<file path="src/rtl/gprf_pkg.sv">
// Shared types and constants for the GPS response framer.
// Used by gprf_front, gprf_back and gps_response_framer_unit; no dependencies.
package gprf_pkg;

  localparam int BUFFER_DEPTH = 512;
  localparam int IDX_W        = $clog2(BUFFER_DEPTH + 1);
  localparam int MAXLEN_W     = 10;
  localparam int LIM_W        = (IDX_W > MAXLEN_W) ? IDX_W : MAXLEN_W;
  localparam int TICK_W       = 16;
  localparam int POS_W        = 9;
  localparam int LEN_W        = 10;
  localparam int CFG_IDX_W    = 2;
  localparam int CFG_DATA_W   = 16;
  localparam int QUEUE_DEPTH  = 2;

  localparam logic [1:0] CMD_START = 2'd0;
  localparam logic [1:0] CMD_BYTE  = 2'd1;
  localparam logic [1:0] CMD_TICK  = 2'd2;

  localparam logic [1:0] ST_OK       = 2'd0;
  localparam logic [1:0] ST_TIMEOUT  = 2'd1;
  localparam logic [1:0] ST_OVERFLOW = 2'd2;

  localparam logic [CFG_IDX_W-1:0] CFG_TIMEOUT_TICKS = 2'd0;
  localparam logic [CFG_IDX_W-1:0] CFG_MAX_LENGTH    = 2'd1;

  localparam logic [7:0] CH_LT = 8'h3C;
  localparam logic [7:0] CH_LF = 8'h0A;
  localparam logic [7:0] CH_CR = 8'h0D;

  localparam logic [TICK_W-1:0]   TIMEOUT_RESET = 16'd2000;
  localparam logic [MAXLEN_W-1:0] MAXLEN_RESET  = 10'd400;

  typedef enum logic [3:0] {
    PH_IDLE = 4'b0001,
    PH_HUNT = 4'b0010,
    PH_HEAD = 4'b0100,
    PH_BODY = 4'b1000
  } phase_t;

  typedef struct packed {
    logic       is_start;
    logic       is_byte;
    logic       is_tick;
    logic       is_lt;
    logic       is_lf;
    logic       is_cr;
    logic [7:0] rx_byte;
  } q_item_t;

  typedef struct packed {
    logic             kind;
    logic [7:0]       data_byte;
    logic [POS_W-1:0] position;
    logic [1:0]       status;
    logic [LEN_W-1:0] length;
    logic             last;
  } result_t;

endpackage

</file>
<file path="src/rtl/gprf_front.sv">
// Front end: classifies accepted beats; queues known commands for the back end.
// Depends on gprf_pkg.
module gprf_front
  import gprf_pkg::*;
(
  input  logic       clk,
  input  logic       rst,
  input  logic       in_valid,
  output logic       in_ready,
  input  logic [1:0] command,
  input  logic [7:0] rx_byte,
  output logic       q_valid,
  input  logic       q_ready,
  output q_item_t    q_item
);

  localparam int PTR_W = $clog2(QUEUE_DEPTH);
  localparam int CNT_W = $clog2(QUEUE_DEPTH + 1);

  q_item_t              entries [QUEUE_DEPTH];
  logic [PTR_W-1:0]     wr_ptr;
  logic [PTR_W-1:0]     rd_ptr;
  logic [CNT_W-1:0]     count;
  q_item_t              cls;
  logic                 keep;
  logic                 push;
  logic                 pop;

  always_comb begin
    cls         = '0;
    keep        = 1'b1;
    cls.rx_byte = rx_byte;
    cls.is_lt   = (rx_byte == CH_LT);
    cls.is_lf   = (rx_byte == CH_LF);
    cls.is_cr   = (rx_byte == CH_CR);
    unique case (command)
      CMD_START: cls.is_start = 1'b1;
      CMD_BYTE:  cls.is_byte  = 1'b1;
      CMD_TICK:  cls.is_tick  = 1'b1;
      default:   keep         = 1'b0;
    endcase
  end

  assign in_ready = (count != CNT_W'(QUEUE_DEPTH));
  assign push     = in_valid && in_ready && keep;
  assign q_valid  = (count != '0);
  assign pop      = q_valid && q_ready;
  assign q_item   = entries[rd_ptr];

  always_ff @(posedge clk) begin
    if (push) begin
      entries[wr_ptr] <= cls;
    end
  end

  always_ff @(posedge clk) begin
    if (rst) begin
      wr_ptr <= '0;
      rd_ptr <= '0;
      count  <= '0;
    end else begin
      if (push) begin
        wr_ptr <= (wr_ptr == PTR_W'(QUEUE_DEPTH - 1)) ? '0 : wr_ptr + PTR_W'(1);
      end
      if (pop) begin
        rd_ptr <= (rd_ptr == PTR_W'(QUEUE_DEPTH - 1)) ? '0 : rd_ptr + PTR_W'(1);
      end
      if (push && !pop) begin
        count <= count + CNT_W'(1);
      end else if (pop && !push) begin
        count <= count - CNT_W'(1);
      end
    end
  end

  a_push_grows: assert property (@(posedge clk) disable iff (rst)
    (push && !pop) |=> (count == $past(count) + CNT_W'(1)))
    else $error("queue count did not grow on push");

  a_pop_shrinks: assert property (@(posedge clk) disable iff (rst)
    (pop && !push) |=> (count == $past(count) - CNT_W'(1)))
    else $error("queue count did not shrink on pop");

  a_count_bound: assert property (@(posedge clk) disable iff (rst)
    (count <= CNT_W'(QUEUE_DEPTH)))
    else $error("queue count above depth");

endmodule

</file>
<file path="src/rtl/gprf_back.sv">
// Back end: runs the framing state machine on queued beats and holds the result register.
// Depends on gprf_pkg.
module gprf_back
  import gprf_pkg::*;
(
  input  logic                clk,
  input  logic                rst,
  input  logic                q_valid,
  output logic                q_ready,
  input  q_item_t             q_item,
  input  logic [TICK_W-1:0]   timeout_ticks,
  input  logic [MAXLEN_W-1:0] max_length,
  output logic                res_valid,
  input  logic                res_ready,
  output result_t             res
);

  phase_t            phase;
  phase_t            phase_next;
  phase_t            eff_phase;
  logic              prev_cr;
  logic              prev_cr_next;
  logic [IDX_W-1:0]  byte_index;
  logic [IDX_W-1:0]  byte_index_next;
  logic [TICK_W-1:0] tick_count;
  logic [TICK_W-1:0] tick_count_next;
  logic [TICK_W-1:0] tick_sat;
  logic [LIM_W-1:0]  limit;
  logic              crlf;
  logic              emit;
  logic              pop;
  result_t           res_d;

  assign q_ready  = !res_valid || res_ready;
  assign pop      = q_valid && q_ready;
  assign tick_sat = (tick_count == '1) ? tick_count : tick_count + TICK_W'(1);
  assign limit    = (LIM_W'(max_length) < LIM_W'(BUFFER_DEPTH)) ? LIM_W'(max_length)
                                                                 : LIM_W'(BUFFER_DEPTH);
  assign crlf     = q_item.is_lf && prev_cr;

  always_comb begin
    phase_next      = phase;
    prev_cr_next    = prev_cr;
    byte_index_next = byte_index;
    tick_count_next = tick_count;
    eff_phase       = phase;
    emit            = 1'b0;
    res_d           = '0;
    if (q_item.is_start) begin
      phase_next      = PH_HUNT;
      prev_cr_next    = 1'b0;
      byte_index_next = '0;
      tick_count_next = '0;
    end else if (phase != PH_IDLE) begin
      if (q_item.is_tick) begin
        tick_count_next = tick_sat;
        if (tick_sat >= timeout_ticks) begin
          emit         = 1'b1;
          res_d.kind   = 1'b1;
          res_d.status = ST_TIMEOUT;
          res_d.last   = 1'b1;
          phase_next   = PH_IDLE;
        end
      end else if (q_item.is_byte) begin
        if (phase == PH_HUNT && !q_item.is_lt) begin
          prev_cr_next = q_item.is_cr;
        end else begin
          if (phase == PH_HUNT) begin
            eff_phase       = PH_HEAD;
            tick_count_next = '0;
          end
          if (crlf && eff_phase == PH_BODY) begin
            emit         = 1'b1;
            res_d.kind   = 1'b1;
            res_d.status = ST_OK;
            res_d.length = (byte_index != '0) ? LEN_W'(byte_index - IDX_W'(1)) : '0;
            res_d.last   = 1'b1;
            phase_next   = PH_IDLE;
          end else begin
            if (crlf) begin
              eff_phase = PH_BODY;
            end
            if (LIM_W'(byte_index) >= limit) begin
              emit         = 1'b1;
              res_d.kind   = 1'b1;
              res_d.status = ST_OVERFLOW;
              res_d.last   = 1'b1;
              phase_next   = PH_IDLE;
            end else begin
              emit            = 1'b1;
              res_d.data_byte = q_item.rx_byte;
              res_d.position  = POS_W'(byte_index);
              byte_index_next = byte_index + IDX_W'(1);
              prev_cr_next    = q_item.is_cr;
              phase_next      = eff_phase;
            end
          end
        end
      end
    end
  end

  always_ff @(posedge clk) begin
    if (rst) begin
      phase      <= PH_IDLE;
      prev_cr    <= 1'b0;
      byte_index <= '0;
      tick_count <= '0;
      res_valid  <= 1'b0;
    end else begin
      if (pop) begin
        phase      <= phase_next;
        prev_cr    <= prev_cr_next;
        byte_index <= byte_index_next;
        tick_count <= tick_count_next;
        res_valid  <= emit;
      end else if (res_ready) begin
        res_valid  <= 1'b0;
      end
    end
  end

  always_ff @(posedge clk) begin
    if (pop) begin
      res <= res_d;
    end
  end

  a_status_idles: assert property (@(posedge clk) disable iff (rst)
    (pop && emit && res_d.kind) |=> (phase == PH_IDLE))
    else $error("status beat did not return framer to idle");

  a_byte_advances: assert property (@(posedge clk) disable iff (rst)
    (pop && emit && !res_d.kind) |=> (byte_index == $past(byte_index) + IDX_W'(1)))
    else $error("stored byte did not advance index");

  a_result_holds: assert property (@(posedge clk) disable iff (rst)
    (res_valid && !res_ready) |=> (res_valid && $stable(res)))
    else $error("stalled result beat changed");

endmodule

</file>
<file path="src/rtl/gps_response_framer_unit.sv">
// GPS response framer top level over gprf_front and gprf_back; depends on gprf_pkg.
// Output is registered: a beat passes the queue, then the result register.
// Throughput: one beat per cycle; in_ready drops only when the two-entry queue is full
// because the result register is stalled by out_ready.
// Reset (rst, synchronous): framer idle, queue and result register empty,
// timeout_ticks to 2000, max_length to 400. No clearing pass; ready right after reset.
module gps_response_framer_unit
  import gprf_pkg::*;
(
  input  logic                  clk,
  input  logic                  rst,
  input  logic                  in_valid,
  output logic                  in_ready,
  input  logic [1:0]            command,
  input  logic [7:0]            rx_byte,
  output logic                  out_valid,
  input  logic                  out_ready,
  output logic                  kind,
  output logic [7:0]            data_byte,
  output logic [POS_W-1:0]      position,
  output logic [1:0]            status,
  output logic [LEN_W-1:0]      length,
  output logic                  last,
  input  logic                  cfg_valid,
  output logic                  cfg_ready,
  input  logic [CFG_IDX_W-1:0]  cfg_index,
  input  logic [CFG_DATA_W-1:0] cfg_data
);

  logic [TICK_W-1:0]   timeout_ticks;
  logic [MAXLEN_W-1:0] max_length;
  logic                q_valid;
  logic                q_ready;
  q_item_t             q_item;
  result_t             res;

  assign cfg_ready = 1'b1;

  always_ff @(posedge clk) begin
    if (rst) begin
      timeout_ticks <= TIMEOUT_RESET;
      max_length    <= MAXLEN_RESET;
    end else if (cfg_valid && cfg_ready) begin
      unique case (cfg_index)
        CFG_TIMEOUT_TICKS: timeout_ticks <= cfg_data[TICK_W-1:0];
        CFG_MAX_LENGTH:    max_length    <= cfg_data[MAXLEN_W-1:0];
        default: ;
      endcase
    end
  end

  gprf_front u_front (
    .clk      (clk),
    .rst      (rst),
    .in_valid (in_valid),
    .in_ready (in_ready),
    .command  (command),
    .rx_byte  (rx_byte),
    .q_valid  (q_valid),
    .q_ready  (q_ready),
    .q_item   (q_item)
  );

  gprf_back u_back (
    .clk           (clk),
    .rst           (rst),
    .q_valid       (q_valid),
    .q_ready       (q_ready),
    .q_item        (q_item),
    .timeout_ticks (timeout_ticks),
    .max_length    (max_length),
    .res_valid     (out_valid),
    .res_ready     (out_ready),
    .res           (res)
  );

  assign kind      = res.kind;
  assign data_byte = res.data_byte;
  assign position  = res.position;
  assign status    = res.status;
  assign length    = res.length;
  assign last      = res.last;

endmodule
</file>
<file path="config.mk">
export PLATFORM = sky130hd
export DESIGN_NAME = gps_response_framer_unit
export DESIGN_NICKNAME = d
export VERILOG_FILES = /design/src/rtl/gprf_pkg.sv /design/src/rtl/gprf_front.sv /design/src/rtl/gprf_back.sv /design/src/rtl/gps_response_framer_unit.sv
export SDC_FILE = /design/constraint.sdc
export NUM_CORES = 1
export LEC_CHECK = 0
export BUFFER_PORTS_ARGS = -buffer_cell sky130_fd_sc_hd__buf_2
export CORE_MARGIN = 3
export CORE_UTILIZATION = 35
export DETAILED_ROUTE_END_ITERATION = 10
export GPL_ROUTABILITY_DRIVEN = 0
export HOLD_SLACK_MARGIN = 0.05
export PLACE_DENSITY = 0.56
export SETUP_SLACK_MARGIN = 0.05
export SLEW_MARGIN = 25
export SYNTH_ARGS = -nofsm -noshare
export SYNTH_HDL_FRONTEND = slang
export SYNTH_SLANG_ARGS = --single-unit
</file>
<file path="constraint.sdc">
create_clock -name clk -period 4.7 [get_ports clk]
set_input_delay 0.705 -clock clk [delete_from_list [all_inputs] [get_ports clk]]
set_output_delay 0.705 -clock clk [all_outputs]
set_load 0.01 [all_outputs]
</file>
== Yosys cells after proc, flatten, opt, wreduce, memory -nomap -nowiden ==
Memories as Yosys holds them, arrays and structs flattened. A register that Yosys moved wholly into a read port is not among the register bits.
Index checks and enable logic that the tools add are counted.
Operators by class
  multipliers: 0
  reduce and logical (&&, ||, !) cells: 33
  eq/ne operators: 19
  bitwise gates (word level): 4
  divide/modulo/power cells: 0
  order comparisons: 3
  multiplexer cells: 71
  shift-type cells: 0
  add/subtract/negate cells: 7
Operators by type and width (number)
  16-bit 2-to-1 mux: 7
  10-bit 2-to-1 mux: 10
  31-bit 2-to-1 mux: 2
  4-bit 2-to-1 mux: 15
  17-bit 2-to-1 mux: 2
  1-bit 2-to-1 mux: 30
  16-bit by 1-bit adder with 16-bit output, second input constant: 1
  16-bit == test, second input constant: 1
  8-bit by 4-bit == test with 1-bit output, second input constant: 2
  16-bit greater-or-equal comparator: 1
  7-bit OR reduction: 2
  10-bit by 1-bit adder with 10-bit output, second input constant: 1
  10-bit greater-or-equal comparator: 1
  10-bit < comparator, second input constant: 1
  2-bit 2-to-1 mux: 5
  5-bit AND reduction: 2
  10-bit nonzero test: 1
  2-bit nonzero test: 5
  10-bit by 1-bit subtractor with 10-bit output, second input constant: 1
  8-bit by 6-bit == test with 1-bit output, second input constant: 1
  1-bit logical AND: 8
  2-bit != test, second input constant: 4
  7-bit AND reduction: 1
  3-bit by 2-bit != test with 1-bit output, second input constant: 2
  20 further kinds: 31
Storage, ports and cells
  flip-flop bits (word level): 93
  memories kept: 1
  bits in read-only memories: 0
  output and inout port bits: 34
  latch bits: 0
  memory bits (writable): 28
Memory list
  u_front.entries: depth 2, width 14, rd ports 1, clocked after Yosys merged registers in 1, wr ports 1, line gprf_front.sv:20  | q_item_t entries [QUEUE_DEPTH];

== Longest topological paths before layout ==
  word-level depth: 15
  mapped depth: 13
  gate-level depth less buffers: 12

== Cells and area by module ==
A second synthesis with hierarchy kept.
Second synthesis, totals
  cells, all modules: 620
  area total of the unflattened synthesis: 6334.8 µm²
By module, submodules not included
  gprf_back: instances 1, area each 3905.0 µm², cells each 432, sequential area each 1541.5 µm²
  gprf_front: instances 1, area each 1311.3 µm², cells each 79, sequential area each 940.9 µm²
  gps_response_framer_unit: instances 1, area each 1118.6 µm², cells each 109, sequential area each 520.5 µm²

== Worst setup path after synthesis ==
Ideal clock, no wire load.
  path kind: register to register
  start point: register u_back.tick_count[9]
  end point: register u_back.phase[1]
  setup slack: 1.454 ns
  library setup time: 0.119 ns
  buffers on the path: 1
  stages on the path, launching flop included: 13
  data arrival time: 3.127 ns
  required time: 4.581 ns
  cells stage by stage: dfxtp_1 clkbuf_1 nand4_1 nor3_1 nand2_1 mux2_2 ha_1 o211ai_1 a21oi_1 a2111oi_0 o21ai_0 and2_1 o221a_2
On the way
  cells in the longest elaborated chain, start to end: 5
RTL lines
  start: declaration: line gprf_back.sv:25  | logic [TICK_W-1:0] tick_count;
  start signal: assignment: line gprf_back.sv:115  | tick_count <= tick_count_next;
  16-bit by 1-bit adder with 16-bit output or 16-bit == test (tied branches): line gprf_back.sv:36  | assign tick_sat = (tick_count == '1) ? tick_count : tick_count + TICK_W'(1);
  16-bit 2-to-1 mux (*): line gprf_back.sv:36
  16-bit greater-or-equal comparator (*): line gprf_back.sv:57  | if (tick_sat >= timeout_ticks) begin
  3-bit by 1-bit != test with 1-bit output (no source line) (*)
  5-bit AND reduction (no source line) (*)
  end signal: assignment: line gprf_back.sv:112  | phase <= phase_next;
  end: declaration: line gprf_back.sv:18  | phase_t phase;
Every way passes the cells marked *; elsewhere a longest branch is shown, timed or not.
A chain may end at the register's enable or synchronous reset.

== Final worst setup path ==
Ends and elaborated chain as after synthesis.

==> results.ini <==
[yosys]
synth_seq_area_share=0.501
ys_types=57
syn_avg_cell_area_sq_um=9.73
ys.flop_type=dfxtp_1
yosys-top-cells-area=edfxtp_1 29%, dfxtp_1 21%, ha_1 6.3%
yosys_warnings=0
synth_area_sq_um=5990
synthCells=616
synth_common_cells=83 x nand2_1, 63 x dfxtp_1, 58 x edfxtp_1
synth_edf_count=58
synth_seq_cells=121
syn-num-nets=679
synthArstFlopShare=0
synth_largest_area_cell=edfxtp_1
synth.most_common_cell=nand2_1
synth_top_cell_area_share=0.291

[clock_tree]
clock-sinks=121
h-tree-depth=4
cts_setup_buffers=0
clockRootBuffer=clkbuf_16
clock_path_buffers=2
cts_made_buffers=17
cts_hold_buf=0
clock_latency_ns=0.41
clkTransAtPathRegs_ns=0.06
cts_resized=0
cts_tree=built

[sta]
hold_viol_final=0
rsz0062_at_grt=false
finalCritPeriodShare=0.797
fin_worst_skew_ns=0.0101
finalSetupViolations=0
tightest_slew_ns=0.995
slew_violations=0
fmax_ghz=0.267
tns_ns=0
min_period_ns=3.75
relSlewSlack=0.336

[critical_path]
max_stage_delay_ns=0.52
required_ns=5.00
crit_fanout=7
crit_slowest_cell=nor3_1
crit_type=register to register
crit_chain=nand4_1 -> nor3_1 -> nand2_1 -> mux2_2 -> ha_1 -> o211ai_1 -> a21oi_1 -> a2111oi_0 -> o21ai_0 -> and2_1 -> o221a_2
critical_path.top_delay_family=compound AO/OA/AOI/OAI gates
arrival_ns=4.04
endpoint_kind=register
crit_path_start_kind=register
cp_num_buf_inv=0

[global_route]
antenna_found_initial=0
grt_pass1_vias=4468
grt_pass1_wl_um=22000
grt.total_usage=0.150
grt_remaining_overflow=0
grt_max_degree=37

[route]
routed_wl_um=13500
routed-via-count=4664
detail_route.first_pass.iterations=4
wl_per_cell_um=14.8
ant_nets=0
first_iter_violations=264
drc=0
avgViaCountPerCell=5.12

[place]
dp.cells=879
postPlaceCellArea_sq_um=6520
port_buffers=65
place_hpwl_um=9990

[final_layout]
drive_gt1_frac=0.171
num_antenna_cells=0
syn_to_final_growth_pct=19.8
fin_cells=911
design_area_sq_um=7180
final_core_util=0.430
final_nets=741
fillCellCount=1637

[outcome]
status=complete, no violations

[floorplan]
num_rows=47
pin_count=67
coreArea_sq_um=16700
die_area_sq_um=18700
die_h_um=137
start_util=0.359
die-width_um=137

[worst_hold_path]
hold_class=register to register

[power]
ir_drop_v=0.000261
power_leakage_nw=2.86
power_density_nw_per_um2=498

[flow_run]
max-cap-violations=0

through the flow:
step / hold slack (ns) / total power [mW] / setup slack [ns]
3_5_place_dp: 0.450 / 2.17 / 1.07
5_1_grt: 0.481 / 3.76 / 0.708
3_3_place_gp: 0.445 / 2.14 / 1.16
2_1_floorplan: 0.432 / 1.91 / 1.45
4_1_cts: 0.458 / 3.62 / 1.04
6_report: 0.456 / 3.58 / 0.954
power by group:
group	internal (mW)	total, mW	switching (mW)
clock network	0.988	1.44	0.455
registers	1.31	1.41	0.0962
logic	0.276	0.727	0.451
layout by cell type (no fill, tap or decap), types with 10 or more instances in the layout:
master / netlist / layout
clkbuf_16: 0 / 17
edfxtp_1: 58 / 58
nand2_1: 83 / 83
nor3_1: 10 / 10
dfxtp_1: 63 / 63
nor2_1: 56 / 56
o211ai_1: 10 / 10
ha_1: 30 / 30
a21oi_1: 39 / 39
or3_1: 11 / 11
mux2i_1: 12 / 12
nand3_1: 30 / 30
buf_2: 3 / 65
inv_1: 29 / 29
xnor2_1: 18 / 18
o21ai_0: 18 / 18
cell type report:
cell class,count,area (sq um),area share
Tap cell,220,275,0.0383
Clock inverter,14,226,0.0315
Clock buffer,18,429,0.0598
Sequential cell,121,3000,0.418
Multi-Input combinational cell,438,2770,0.386
Timing Repair Buffer,70,363,0.0505
Inverter,30,113,0.0157
sequential cells by signal, summed over array words and instances (netlist names), named ones only:
name               flops
u_back.res            30
u_front.entries       28
timeout_ticks         16
u_back.tick_count     16
max_length            10
u_back.byte_index     10
u_back.phase           4
u_front.count          2
u_back.prev_cr         1
u_back.res_valid       1
u_front.rd_ptr         1
u_front.wr_ptr         1
layer usage:
layer / GRT usage / vias to the layer above / share of wire
li1: - / 2333 / -
met1: 0.190 / 2205 / 0.45
met5: 0 / - / 0
met3: 0.0382 / 21 / 0.039
met4: 0.0626 / 0 / 0.023
met2: 0.243 / 105 / 0.48
worst reg2reg max path: cells and delay by family (launching register included):
kind,cells,cell delay (ns)
compound gates,5,1.30
fa+ha+maj,1,0.28
flops,1,0.44
mux,1,0.35
simple gates,4,1.28
cells by family (layout without fill, tap and decap cells):
group	count (synthesis)	in the layout	synth area share
compound gates	106	106	0.115
xor+xnor	27	27	0.0394
fa+ha+maj	30	30	0.0626
buf+inv	57	132	0.0388
flops	121	121	0.501
mux	21	21	0.0369
other cells	1	1	0.000626
simple gates	253	253	0.206
worst paths after layout:
kind / startpoint / end / slack [ns] / cells after the start
setup / recovery: u_back.tick_count[9] / u_back.phase[1] / 0.95 / 11
hold / removal: timeout_ticks[12] / timeout_ticks[12] / 0.46 / 2
setup reg to reg: u_back.tick_count[9] / u_back.phase[1] / 0.95 / 11
hold reg to reg: timeout_ticks[12] / timeout_ticks[12] / 0.46 / 2
Note: power is estimated with default switching activity, not from simulation.
